### config.mk
export PLATFORM = sky130hd
export DESIGN_NAME = datagram_sequence_reassembly_flat
export DESIGN_NICKNAME = d
export VERILOG_FILES = /design/src/hdl/dsr_pkg.sv /design/src/hdl/dsr_if.sv /design/src/hdl/dsr_verdict.sv /design/src/hdl/datagram_sequence_reassembly.sv /design/src/flat_wrapper.sv
export SDC_FILE = /design/constraint.sdc
export NUM_CORES = 1
export LEC_CHECK = 0
export ABC_AREA = 0
export BUFFER_PORTS_ARGS = -buffer_cell sky130_fd_sc_hd__clkbuf_2
export CAP_MARGIN = 30
export CORE_MARGIN = 3
export CORE_UTILIZATION = 45
export DETAILED_ROUTE_END_ITERATION = 8
export MAX_ROUTING_LAYER = met4
export PLACE_DENSITY = 0.72
export SYNTH_ARGS = -nofsm -noshare
export SYNTH_HDL_FRONTEND = slang
export SYNTH_SLANG_ARGS = --single-unit
### constraint.sdc
create_clock -name clk -period 4.9 [get_ports clk]
set_input_delay 0.245 -clock clk [delete_from_list [all_inputs] [get_ports clk]]
set_output_delay 0.245 -clock clk [all_outputs]
set_load 0.03 [all_outputs]
### src/hdl/dsr_pkg.sv
// Package for the datagram sequence reassembly block.
// Holds the field widths, the verdict codes, the item and result types.
// No dependencies.
package dsr_pkg;

  localparam int unsigned SEQ_W      = 31;
  localparam int unsigned LEN_W      = 15;
  localparam int unsigned PAYLOAD_W  = 11;
  localparam int unsigned CAP_W      = 16;

  localparam logic [LEN_W-1:0] FULL_FRAG_BYTES  = 15'd1300;
  localparam logic [CAP_W-1:0] REASSEMBLY_BYTES = 16'd16384;
  localparam logic [CAP_W-1:0] CAPACITY_RESET   = 16'd16384;

  typedef enum logic [2:0] {
    V_ACCEPT  = 3'd0,
    V_DONE    = 3'd1,
    V_STALE   = 3'd2,
    V_MISSING = 3'd3,
    V_BADLEN  = 3'd4,
    V_PENDING = 3'd5,
    V_TOOBIG  = 3'd6
  } verdict_t;

  typedef struct packed {
    logic [31:0]          seq_word;
    logic signed [15:0]   frag_start;
    logic signed [15:0]   frag_length;
    logic [PAYLOAD_W-1:0] payload_bytes;
  } item_t;

  typedef struct packed {
    verdict_t         verdict;
    logic [SEQ_W-1:0] sequence_res;
    logic [SEQ_W-1:0] dropped_count;
    logic [LEN_W-1:0] write_offset;
    logic [LEN_W-1:0] message_length;
  } result_t;

endpackage

### src/hdl/dsr_if.sv
// Valid/ready channel interfaces for the header input and the verdict output.
// Depend on dsr_pkg for the field widths and the verdict type.
interface dsr_in_if import dsr_pkg::*; ();
  logic                 valid;
  logic                 ready;
  logic [31:0]          seq_word;
  logic signed [15:0]   frag_start;
  logic signed [15:0]   frag_length;
  logic [PAYLOAD_W-1:0] payload_bytes;

  modport source(output valid, seq_word, frag_start, frag_length, payload_bytes,
                 input ready);
  modport sink(input valid, seq_word, frag_start, frag_length, payload_bytes,
               output ready);
endinterface

interface dsr_out_if import dsr_pkg::*; ();
  logic             valid;
  logic             ready;
  logic [2:0]       verdict;
  logic [SEQ_W-1:0] sequence_res;
  logic [SEQ_W-1:0] dropped_count;
  logic [LEN_W-1:0] write_offset;
  logic [LEN_W-1:0] message_length;

  modport source(output valid, verdict, sequence_res, dropped_count, write_offset,
                 message_length, input ready);
  modport sink(input valid, verdict, sequence_res, dropped_count, write_offset,
               message_length, output ready);
endinterface

### src/hdl/dsr_verdict.sv
// Verdict logic and sequence/fill state for one header item.
// Depends on dsr_pkg. State advances when the top level moves the item on.
module dsr_verdict import dsr_pkg::*; (
  input  logic             clk,
  input  logic             rst_n,
  input  logic             adv,
  input  item_t            item,
  input  logic [CAP_W-1:0] capacity,
  output result_t          res
);

  logic [SEQ_W-1:0] inc_seq_r, inc_seq_nxt;
  logic [SEQ_W-1:0] frag_seq_r, frag_seq_nxt;
  logic [LEN_W-1:0] fill_r, fill_nxt;

  logic             frag;
  logic [SEQ_W-1:0] seq;
  logic             stale;
  logic [LEN_W-1:0] fill_cur;
  logic             start_ok;
  logic             len_neg;
  logic [LEN_W-1:0] flen_u;
  logic             len_bad;
  logic [CAP_W-1:0] sum;
  logic [LEN_W-1:0] sum_len;
  logic             pending;
  logic             too_big;
  logic [SEQ_W-1:0] diff;

  // Decode the item against the current state
  always_comb begin
    frag     = item.seq_word[31];
    seq      = item.seq_word[SEQ_W-1:0];
    stale    = (seq <= inc_seq_r);
    fill_cur = (frag && (seq != frag_seq_r)) ? '0 : fill_r;
    start_ok = !item.frag_start[15] && (item.frag_start[14:0] == fill_cur);
    len_neg  = item.frag_length[15];
    flen_u   = item.frag_length[14:0];
    sum      = {1'b0, fill_cur} + {1'b0, flen_u};
    sum_len  = sum[LEN_W-1:0];
    len_bad  = len_neg || (flen_u > {4'b0, item.payload_bytes}) ||
               (sum > REASSEMBLY_BYTES);
    pending  = (flen_u == FULL_FRAG_BYTES);
    too_big  = ({1'b0, sum_len} > capacity);
    diff     = seq - inc_seq_r - 1'b1;
  end

  // Pick the verdict, the result fields and the next state
  always_comb begin
    inc_seq_nxt        = inc_seq_r;
    frag_seq_nxt       = frag_seq_r;
    fill_nxt           = fill_r;
    res.sequence_res   = seq;
    res.dropped_count  = '0;
    res.write_offset   = '0;
    res.message_length = {4'b0, item.payload_bytes};
    res.verdict        = V_STALE;
    if (!stale) begin
      res.dropped_count = diff;
      if (!frag) begin
        res.verdict = V_ACCEPT;
        inc_seq_nxt = seq;
      end else begin
        frag_seq_nxt       = seq;
        fill_nxt           = fill_cur;
        res.write_offset   = fill_cur;
        res.message_length = len_neg ? '0 : flen_u;
        priority if (!start_ok) begin
          res.verdict = V_MISSING;
        end else if (len_bad) begin
          res.verdict = V_BADLEN;
        end else if (pending) begin
          res.verdict = V_PENDING;
          fill_nxt    = sum_len;
        end else if (too_big) begin
          res.verdict = V_TOOBIG;
          fill_nxt    = sum_len;
        end else begin
          res.verdict        = V_DONE;
          res.message_length = sum_len;
          fill_nxt           = '0;
          inc_seq_nxt        = seq;
        end
      end
    end
  end

  // Commit state when the item leaves the input register
  always_ff @(posedge clk) begin
    if (!rst_n) begin
      inc_seq_r  <= '0;
      frag_seq_r <= '0;
      fill_r     <= '0;
    end else if (adv) begin
      inc_seq_r  <= inc_seq_nxt;
      frag_seq_r <= frag_seq_nxt;
      fill_r     <= fill_nxt;
    end
  end

endmodule

### src/hdl/datagram_sequence_reassembly.sv
// Top level of the datagram sequence reassembly block.
// Depends on dsr_pkg, dsr_if (channel interfaces) and dsr_verdict.
//
// Usage: each item on in_ch is one parsed datagram header (sequence word,
// fragment start, fragment length, payload bytes). For each item exactly one
// result leaves on out_ch: a verdict plus sequence, dropped count, write
// offset and message length. cfg_we/cfg_wdata write the message capacity;
// write it only while the block is idle.
// Each taken item first sits in the input register, where the verdict logic
// reads the sequence/fill state, and then in the result register, which
// offers it on out_ch and raises out_ch.valid. Throughput is one item per cycle
// while the receiver does not stall; the state update of one item is already
// visible to the next item.
// When the receiver stalls, the result register holds and the input register
// still takes one more item; in_ch.ready drops only when both are full.
// Reset (rst_n low, synchronous) empties both registers, clears the sequence
// and fill state and sets the capacity to 16384.
module datagram_sequence_reassembly import dsr_pkg::*; (
  input  logic            clk,
  input  logic            rst_n,
  dsr_in_if.sink          in_ch,
  dsr_out_if.source       out_ch,
  input  logic            cfg_we,
  input  logic [CAP_W-1:0] cfg_wdata
);

  logic             in_v_r;
  item_t            in_r;
  logic             out_v_r;
  result_t          out_r;
  result_t          res;
  logic [CAP_W-1:0] capacity_r;
  logic             adv;

  assign adv         = in_v_r && (!out_v_r || out_ch.ready);
  assign in_ch.ready = !in_v_r || adv;

  // Capacity register
  always_ff @(posedge clk) begin
    if (!rst_n) begin
      capacity_r <= CAPACITY_RESET;
    end else if (cfg_we) begin
      capacity_r <= cfg_wdata;
    end
  end

  // Input register: load on accept, empty when the item advances
  always_ff @(posedge clk) begin
    if (!rst_n) begin
      in_v_r <= 1'b0;
    end else if (in_ch.ready) begin
      in_v_r <= in_ch.valid;
    end
  end

  always_ff @(posedge clk) begin
    if (in_ch.valid && in_ch.ready) begin
      in_r.seq_word      <= in_ch.seq_word;
      in_r.frag_start    <= in_ch.frag_start;
      in_r.frag_length   <= in_ch.frag_length;
      in_r.payload_bytes <= in_ch.payload_bytes;
    end
  end

  dsr_verdict u_verdict (
    .clk      (clk),
    .rst_n    (rst_n),
    .adv      (adv),
    .item     (in_r),
    .capacity (capacity_r),
    .res      (res)
  );

  // Result register: hold while the receiver stalls
  always_ff @(posedge clk) begin
    if (!rst_n) begin
      out_v_r <= 1'b0;
    end else if (!out_v_r || out_ch.ready) begin
      out_v_r <= in_v_r;
    end
  end

  always_ff @(posedge clk) begin
    if (adv) begin
      out_r <= res;
    end
  end

  assign out_ch.valid          = out_v_r;
  assign out_ch.verdict        = out_r.verdict;
  assign out_ch.sequence_res   = out_r.sequence_res;
  assign out_ch.dropped_count  = out_r.dropped_count;
  assign out_ch.write_offset   = out_r.write_offset;
  assign out_ch.message_length = out_r.message_length;

endmodule

### src/flat_wrapper.sv
// flat-port wrapper written by rule: the top's interface ports become plain ports
module datagram_sequence_reassembly_flat import dsr_pkg::*;
  (clk, rst_n, cfg_we, cfg_wdata, in_ch_valid, in_ch_seq_word, in_ch_frag_start, in_ch_frag_length, in_ch_payload_bytes, in_ch_ready, out_ch_valid, out_ch_verdict, out_ch_sequence_res, out_ch_dropped_count, out_ch_write_offset, out_ch_message_length, out_ch_ready);
  dsr_in_if in_ch_i ();
  dsr_out_if out_ch_i ();
  input  logic clk;
  input  logic rst_n;
  input  logic cfg_we;
  input  logic [CAP_W-1:0] cfg_wdata;
  input wire logic [$bits(in_ch_i.valid)-1:0] in_ch_valid;
  input wire logic [$bits(in_ch_i.seq_word)-1:0] in_ch_seq_word;
  input wire logic [$bits(in_ch_i.frag_start)-1:0] in_ch_frag_start;
  input wire logic [$bits(in_ch_i.frag_length)-1:0] in_ch_frag_length;
  input wire logic [$bits(in_ch_i.payload_bytes)-1:0] in_ch_payload_bytes;
  output wire logic [$bits(in_ch_i.ready)-1:0] in_ch_ready;
  output wire logic [$bits(out_ch_i.valid)-1:0] out_ch_valid;
  output wire logic [$bits(out_ch_i.verdict)-1:0] out_ch_verdict;
  output wire logic [$bits(out_ch_i.sequence_res)-1:0] out_ch_sequence_res;
  output wire logic [$bits(out_ch_i.dropped_count)-1:0] out_ch_dropped_count;
  output wire logic [$bits(out_ch_i.write_offset)-1:0] out_ch_write_offset;
  output wire logic [$bits(out_ch_i.message_length)-1:0] out_ch_message_length;
  input wire logic [$bits(out_ch_i.ready)-1:0] out_ch_ready;
  assign in_ch_i.valid = in_ch_valid;
  assign in_ch_i.seq_word = in_ch_seq_word;
  assign in_ch_i.frag_start = in_ch_frag_start;
  assign in_ch_i.frag_length = in_ch_frag_length;
  assign in_ch_i.payload_bytes = in_ch_payload_bytes;
  assign in_ch_ready = in_ch_i.ready;
  assign out_ch_valid = out_ch_i.valid;
  assign out_ch_verdict = out_ch_i.verdict;
  assign out_ch_sequence_res = out_ch_i.sequence_res;
  assign out_ch_dropped_count = out_ch_i.dropped_count;
  assign out_ch_write_offset = out_ch_i.write_offset;
  assign out_ch_message_length = out_ch_i.message_length;
  assign out_ch_i.ready = out_ch_ready;
  datagram_sequence_reassembly u_core (.clk(clk), .rst_n(rst_n), .in_ch(in_ch_i), .out_ch(out_ch_i), .cfg_we(cfg_we), .cfg_wdata(cfg_wdata));
endmodule
==> flow_metrics.tcl, run 1 <==
set metrics [dict create \
    critPathLaunchType "register" \
    worstPathMaxFanout 8 \
    via_count 11030 \
    maxSlewViolCount 0 \
    p_leak_nw 7.302 \
    clkLatencyLatePin_ns 0.57 \
    fin_worst_skew_ns 0.01508 \
    cp_data_arrival_time_ns 5.70 \
    drtAntennaViolNets 0 \
    synth_edf_count 170 \
    syn_avg_cell_area_sq_um 10.62 \
    setup_violations 63 \
    grt_pass1_wl_microns 59510 \
    synth_flop_cell "edfxtp_1" \
    maxCapViolCount 0 \
    yosysWarnings 0 \
    antenna_found_initial 0 \
    status "finished, violations left" \
    tightest_slew_ns 0.7852 \
    holdWs_ns 0.03292 \
    powerDensity_nw_per_um2 321.9 \
    num_io_pins 193 \
    switching_share 0.2594 \
    synth-async-reset-ratio 0 \
    grt_max_degree 73 \
    clkSinkCount 265 \
    die_x_microns 178.5 \
    power.share.combinational 0.155 \
    gr-total-overflow 0 \
    grt_use_total 0.2491 \
    hold_depth 3 \
    layout_setup_ws_ns -0.3165 \
    cts_tree "built" \
    drive_above_1_share 0.2684 \
    violations "negative setup slack" \
    wirelength_microns 39340 \
    finalCriticalPeriod_ns 5.217 \
    n_antenna_cell 0 \
    synth_cells 1260 \
    r2r_start "u_core.in_r[55]" \
    fill_cells 2343 \
    ys_types 76 \
    cts_buffers 29 \
    drtIter0Drc 788 \
    synth.net_count 1431 \
    area_delta_synth_final_pct 34.62 \
    via_per_inst 5.373 \
    worstPathRequired_ns 5.39 \
    relSlewSlack 0.4765 \
    dpl_worst_slack_ns -0.2444 \
    dieArea_sq_um 31840 \
    post_drt_wl_per_cell_microns 19.16 \
    finalCritPeriodShare 1.065 \
    numPortBuffers 192 \
    end_kind "register" \
    h-tree-depth 1 \
    row_count 62 \
    clk_pin_slew_ns 0.06 \
    min_to "u_core.out_ch.valid" \
    internal_power_mw 4.295 \
    grt_pass1_vias 10810 \
    place_congestion 0.9393 \
    clockBufferDepth 3 \
    syn_area_sq_um 13380 \
    post-route-drc-count 0 \
    hp-class "in2reg" \
    hold_viol 0 \
    synth_top_cell_by_area "edfxtp_1" \
    pwr-share-seq 0.445 \
    synth_top_area_frac 0.3815 \
    reg2reg_depth 25 \
    nets 1817 \
    hp-start "out_ch_ready" \
    synthTopCellsByArea "edfxtp_1 38%, dfxtp_1 14%, ha_1 6.8%" \
    switchingPower_mw 1.505 \
    core_sq_um 29010 \
    start_util 0.4613 \
    ys_seq_area_frac 0.5236 \
    synth_seq_cells 265 \
    dp_hpwl_microns 27710 \
    dr.pass1.iters 5 \
    peakVddDrop_v 0.0002794 \
    clockRootBuffer "clkbuf_16" \
    synth_most_common_cell "edfxtp_1" \
    fmax_ghz 0.1917 \
    pwr-share-clk 0.400 \
    die-height_microns 178.5 \
    synth_commonest_cells "170 x edfxtp_1, 161 x nand2_1, 95 x dfxtp_1" \
    r2r_slack_ns -0.32 \
    final_util 0.6210 \
    rsz0062_at_grt "yes" \
    crit_type "reg2reg" \
    r2r-end "u_core.u_verdict.inc_seq_r[2]" \
    power_mw 5.800 \
]
-- power by group through the flow --
stage	registers (mW)	clock network [mW]	logic, mW
detailed placement	2.62	0	0.775
global route	2.59	2.45	0.976
global placement	2.62	0	0.763
finish	2.58	2.32	0.898
CTS	2.58	2.35	0.874
floorplan	2.70	0	0.407
-- state kept, by name, indices dropped and copies added, names as in the netlist --
signal	cells
u_core.out_ch.sequence_res	31
u_core.out_ch.message_length	15
u_core.u_verdict.fill_r	15
u_core.u_verdict.frag_seq_r	31
u_core.out_ch.write_offset	15
u_core.out_ch.dropped_count	31
u_core.in_r	75
u_core.out_ch.valid	1
u_core.out_ch.verdict	3
u_core.u_verdict.inc_seq_r	31
u_core.in_v_r	1
u_core.capacity_r	16
-- timing repair --
item | in CTS | in global routing
cloned | 4 | 0
resized for setup | 69 | 44
hold buffers | 92 | 0
hold endpoints to repair | 92 | 0
setup endpoints to repair | 61 | 64
buffers inserted | 15 | 5
pin swaps | 4 | 48
-- logic make-up after synthesis --
kind of cell,Yosys count,synth area share
buffers and inverters,135,0.04142
adder cells (fa/ha/maj),75,0.07124
flip-flops,265,0.5236
AND/OR/NAND/NOR,403,0.1471
XOR/XNOR,70,0.04581
AO/OA/AOI/OAI,264,0.1350
multiplexers,48,0.03590
-- cell type report --
cell class / count / area [sq um] / share of cell area
Inverter: 90 / 340.3 / 0.01889
Clock inverter: 14 / 210.2 / 0.01167
Tap cell: 384 / 480.5 / 0.02667
Timing Repair Buffer: 400 / 2844 / 0.1579
Clock buffer: 40 / 807.0 / 0.04479
Sequential cell: 265 / 7007 / 0.3889
Multi-Input combinational cell: 860 / 6327 / 0.3512
-- how the worst max path moves through the flow --
stage	from	endpoint	cells after the start
CTS	u_core.in_r[68]	u_core.u_verdict.inc_seq_r[29]	26
global placement	u_core.in_r[70]	u_core.u_verdict.inc_seq_r[9]	23
finish	u_core.in_r[55]	u_core.u_verdict.inc_seq_r[2]	25
floorplan	u_core.in_r[44]	u_core.u_verdict.inc_seq_r[0]	27
detailed placement	u_core.in_r[68]	u_core.u_verdict.inc_seq_r[3]	24
global route	u_core.in_r[55]	u_core.u_verdict.inc_seq_r[2]	25
-- critical path, cell delays in order, from the launching register on --
cell      delay, ns
edfxtp_1       0.48
xor2_2         0.23
nor4_2         0.28
nand4_1        0.22
o21a_1         0.28
buf_6          0.16
nor2_4         0.10
ha_4           0.16
o21ai_2        0.07
or3b_4         0.40
a31oi_4        0.25
a31oi_4        0.13
nor2_2         0.21
xor2_2         0.22
ha_1           0.28
o21ai_1        0.08
nand2b_1       0.08
a31oi_2        0.19
o32a_1         0.23
o21ai_4        0.10
nor2_4         0.10
nand2_2        0.08
a211oi_4       0.24
buf_6          0.18
buf_12         0.17
mux2i_2        0.22
-- per-stage QoR --
stage               TNS, ns  cell area [sq um]  instances
floorplan                 0              13410       1260
global placement     -2.913              15370       1886
global route         -30.01              18020       2053
finish               -14.54              18020       2053
detailed placement   -8.971              15370       1886
CTS                  -4.604              17820       2051
-- layer usage --
metal	track usage	up-vias	part of all wire
met5	-	-	0
met4	0.09610	0	0.045
met3	0.02639	115	0.056
met2	0.4283	409	0.50
met1	0.3020	5217	0.40
li1	-	5289	-
-- layout by cell type, fill, tap and decap left out, drive strengths merged, types with 20 or more instances in the layout --
cell and instances:
a21boi 33, a21o 22, a21oi 72, and2 22, buf 117, clkbuf 231, dfxtp 95, dlygate4sd3 92
edfxtp 170, ha 73, inv 92, mux2i 48, nand2 162, nand2b 20, nor2 63, nor2b 30
nor3 28, nor4 22, o21ai 49, xnor2 22, xor2 48
No activity file was read; power rests on OpenSTA's default activity.
==> run 2: changes to the inputs <==
- SKIP_LAST_GASP: not set -> 1
==> run 2 against run 1 <==
Effect of this change:
- the flow still finishes with violations (negative setup slack)
- non-clock buffer count down 1
- combinational power about the same
- critical path depth unchanged
- core utilization about the same
- die area unchanged
==> flow_metrics.tcl, run 2 (same netlist as run 1, synthesis figures left out) <==
set metrics [dict create \
    drive_above_1_share 0.2686 \
    start_util 0.4613 \
    core_sq_um 29010 \
    grt_pass1_vias 10810 \
    n_antenna_cell 0 \
    dpl_worst_slack_ns -0.2444 \
    via_per_inst 5.378 \
    finalCritPeriodShare 1.064 \
    holdWs_ns 0.03320 \
    fin_tns_setup_ns -15.05 \
    antenna_found_initial 0 \
    largest_reg_flops 75 \
    crit_cells 25 \
    rsz0062_at_grt "yes" \
    slowest_delay_ns 0.48 \
    die_x_microns 178.5 \
    cts_buffers 29 \
    die-height_microns 178.5 \
    grt_pass1_wl_microns 59530 \
    tightest_slew_ns 0.7903 \
    row_count 62 \
    status "finished, violations left" \
    drtIter0Drc 828 \
    hold_viol 0 \
    p_leak_nw 7.291 \
    cts_tree "built" \
    finalCriticalPeriod_ns 5.213 \
    layout_setup_ws_ns -0.3125 \
    cp_num_buf_inv 3 \
    post-route-drc-count 0 \
    clockBufferDepth 3 \
    clk_pin_slew_ns 0.06 \
    path_delay_family "compound AO/OA/AOI/OAI gates" \
    grt_max_degree 73 \
    grt_use_total 0.2491 \
    clkSinkCount 265 \
    worstPathRequired_ns 5.38 \
    powerDensity_nw_per_um2 322.0 \
    dp_hpwl_microns 27710 \
    violations "negative setup slack" \
    maxCapViolCount 0 \
    power_mw 5.797 \
    final_util 0.6205 \
    fin_worst_skew_ns 0.01392 \
    worstPathMaxFanout 8 \
    reg2reg_depth 25 \
    critPathLaunchType "register" \
    gr-total-overflow 0 \
    area_delta_synth_final_pct 34.52 \
    num_io_pins 193 \
    hp-class "in2reg" \
    clkLatencyLatePin_ns 0.57 \
    peakVddDrop_v 0.0002795 \
    fmax_ghz 0.1918 \
    nets 1816 \
    dieArea_sq_um 31840 \
    end_kind "register" \
    via_count 11040 \
    place_congestion 0.9393 \
    numPortBuffers 192 \
    cp_data_arrival_time_ns 5.70 \
    wirelength_microns 39310 \
    layout_common_cells "191 x clkbuf_2, 170 x edfxtp_1, 160 x nand2_1" \
    regMostFlops "u_core.in_r" \
    maxSlewViolCount 0 \
    h-tree-depth 1 \
    final_common_cell "clkbuf_2" \
    dr.pass1.iters 8 \
    slowest_stage "edfxtp_1" \
    crit_type "reg2reg" \
    setup_violations 63 \
    hold_depth 3 \
    drtAntennaViolNets 0 \
    clockRootBuffer "clkbuf_16" \
    relSlewSlack 0.4731 \
    post_drt_wl_per_cell_microns 19.16 \
]
run 2: cell count changes in the layout (fill, tap and decap cells not counted), sizes merged:
cell	delta
buf	-1
run 2: repair_timing:
item                       in CTS  in global routing
buffers inserted               15                  5
setup endpoints to repair      61                 64
pin swaps                       4                 55
hold endpoints to repair       92                  0
hold buffers                   92                  0
resized for setup              54                 59
gates cloned                    4                  0
run 2: final cells by class:
class | count | area, sq um
timing repair buffer | 399 | 2829
multi-input combinational | 860 | 6329
clock buffer | 40 | 807.0
sequential | 265 | 7007
fill | 2349 | 11010
tap | 384 | 480.5
inverter | 90 | 340.3
clock inverter | 14 | 210.2
run 2: worst paths after layout:
| kind | startpoint | to | slack, ns |
|---|---|---|---|
| worst min register to register | u_core.u_verdict.inc_seq_r[19] | u_core.u_verdict.inc_seq_r[19] | 0.46 |
| worst min-delay path | out_ch_ready | u_core.out_ch.valid | 0.03 |
| worst max-delay path | u_core.in_r[55] | u_core.u_verdict.inc_seq_r[2] | -0.31 |
| worst max register to register | u_core.in_r[55] | u_core.u_verdict.inc_seq_r[2] | -0.31 |
run 2: metal layers:
| layer | vias to the layer above | global-route usage | wire [microns] |
|---|---|---|---|
| met3 | 102 | 0.02682 | 2309 |
| met1 | 5224 | 0.3015 | 15660 |
| met4 | 0 | 0.09643 | 1625 |
| met5 | - | - | 0 |
| met2 | 427 | 0.4286 | 19710 |
| li1 | 5283 | - | - |
run 2: where the power goes:
part           total [mW]  internal [mW]  switching [mW]
clock                2.32           1.42           0.902
sequential           2.58           2.51          0.0719
combinational       0.898          0.371           0.527
run 2: through the flow:
stage          instance area, sq um  cells
6_report                      18000   2052
3_5_place_dp                  15370   1886
2_1_floorplan                 13410   1260
3_3_place_gp                  15370   1886
4_1_cts                       17780   2051
5_1_grt                       18000   2052
run 2: worst register-to-register path, delay by kind of cell (launching register included):
kind	cells	cell delay, ns
muxes	1	0.23
xor gates and xnor gates	2	0.46
buffers and inverters	3	0.51
and+or+nand+nor	8	1.46
DFF	1	0.48
adders and majority gates	2	0.44
AOI/OAI and AO/OA	9	1.57
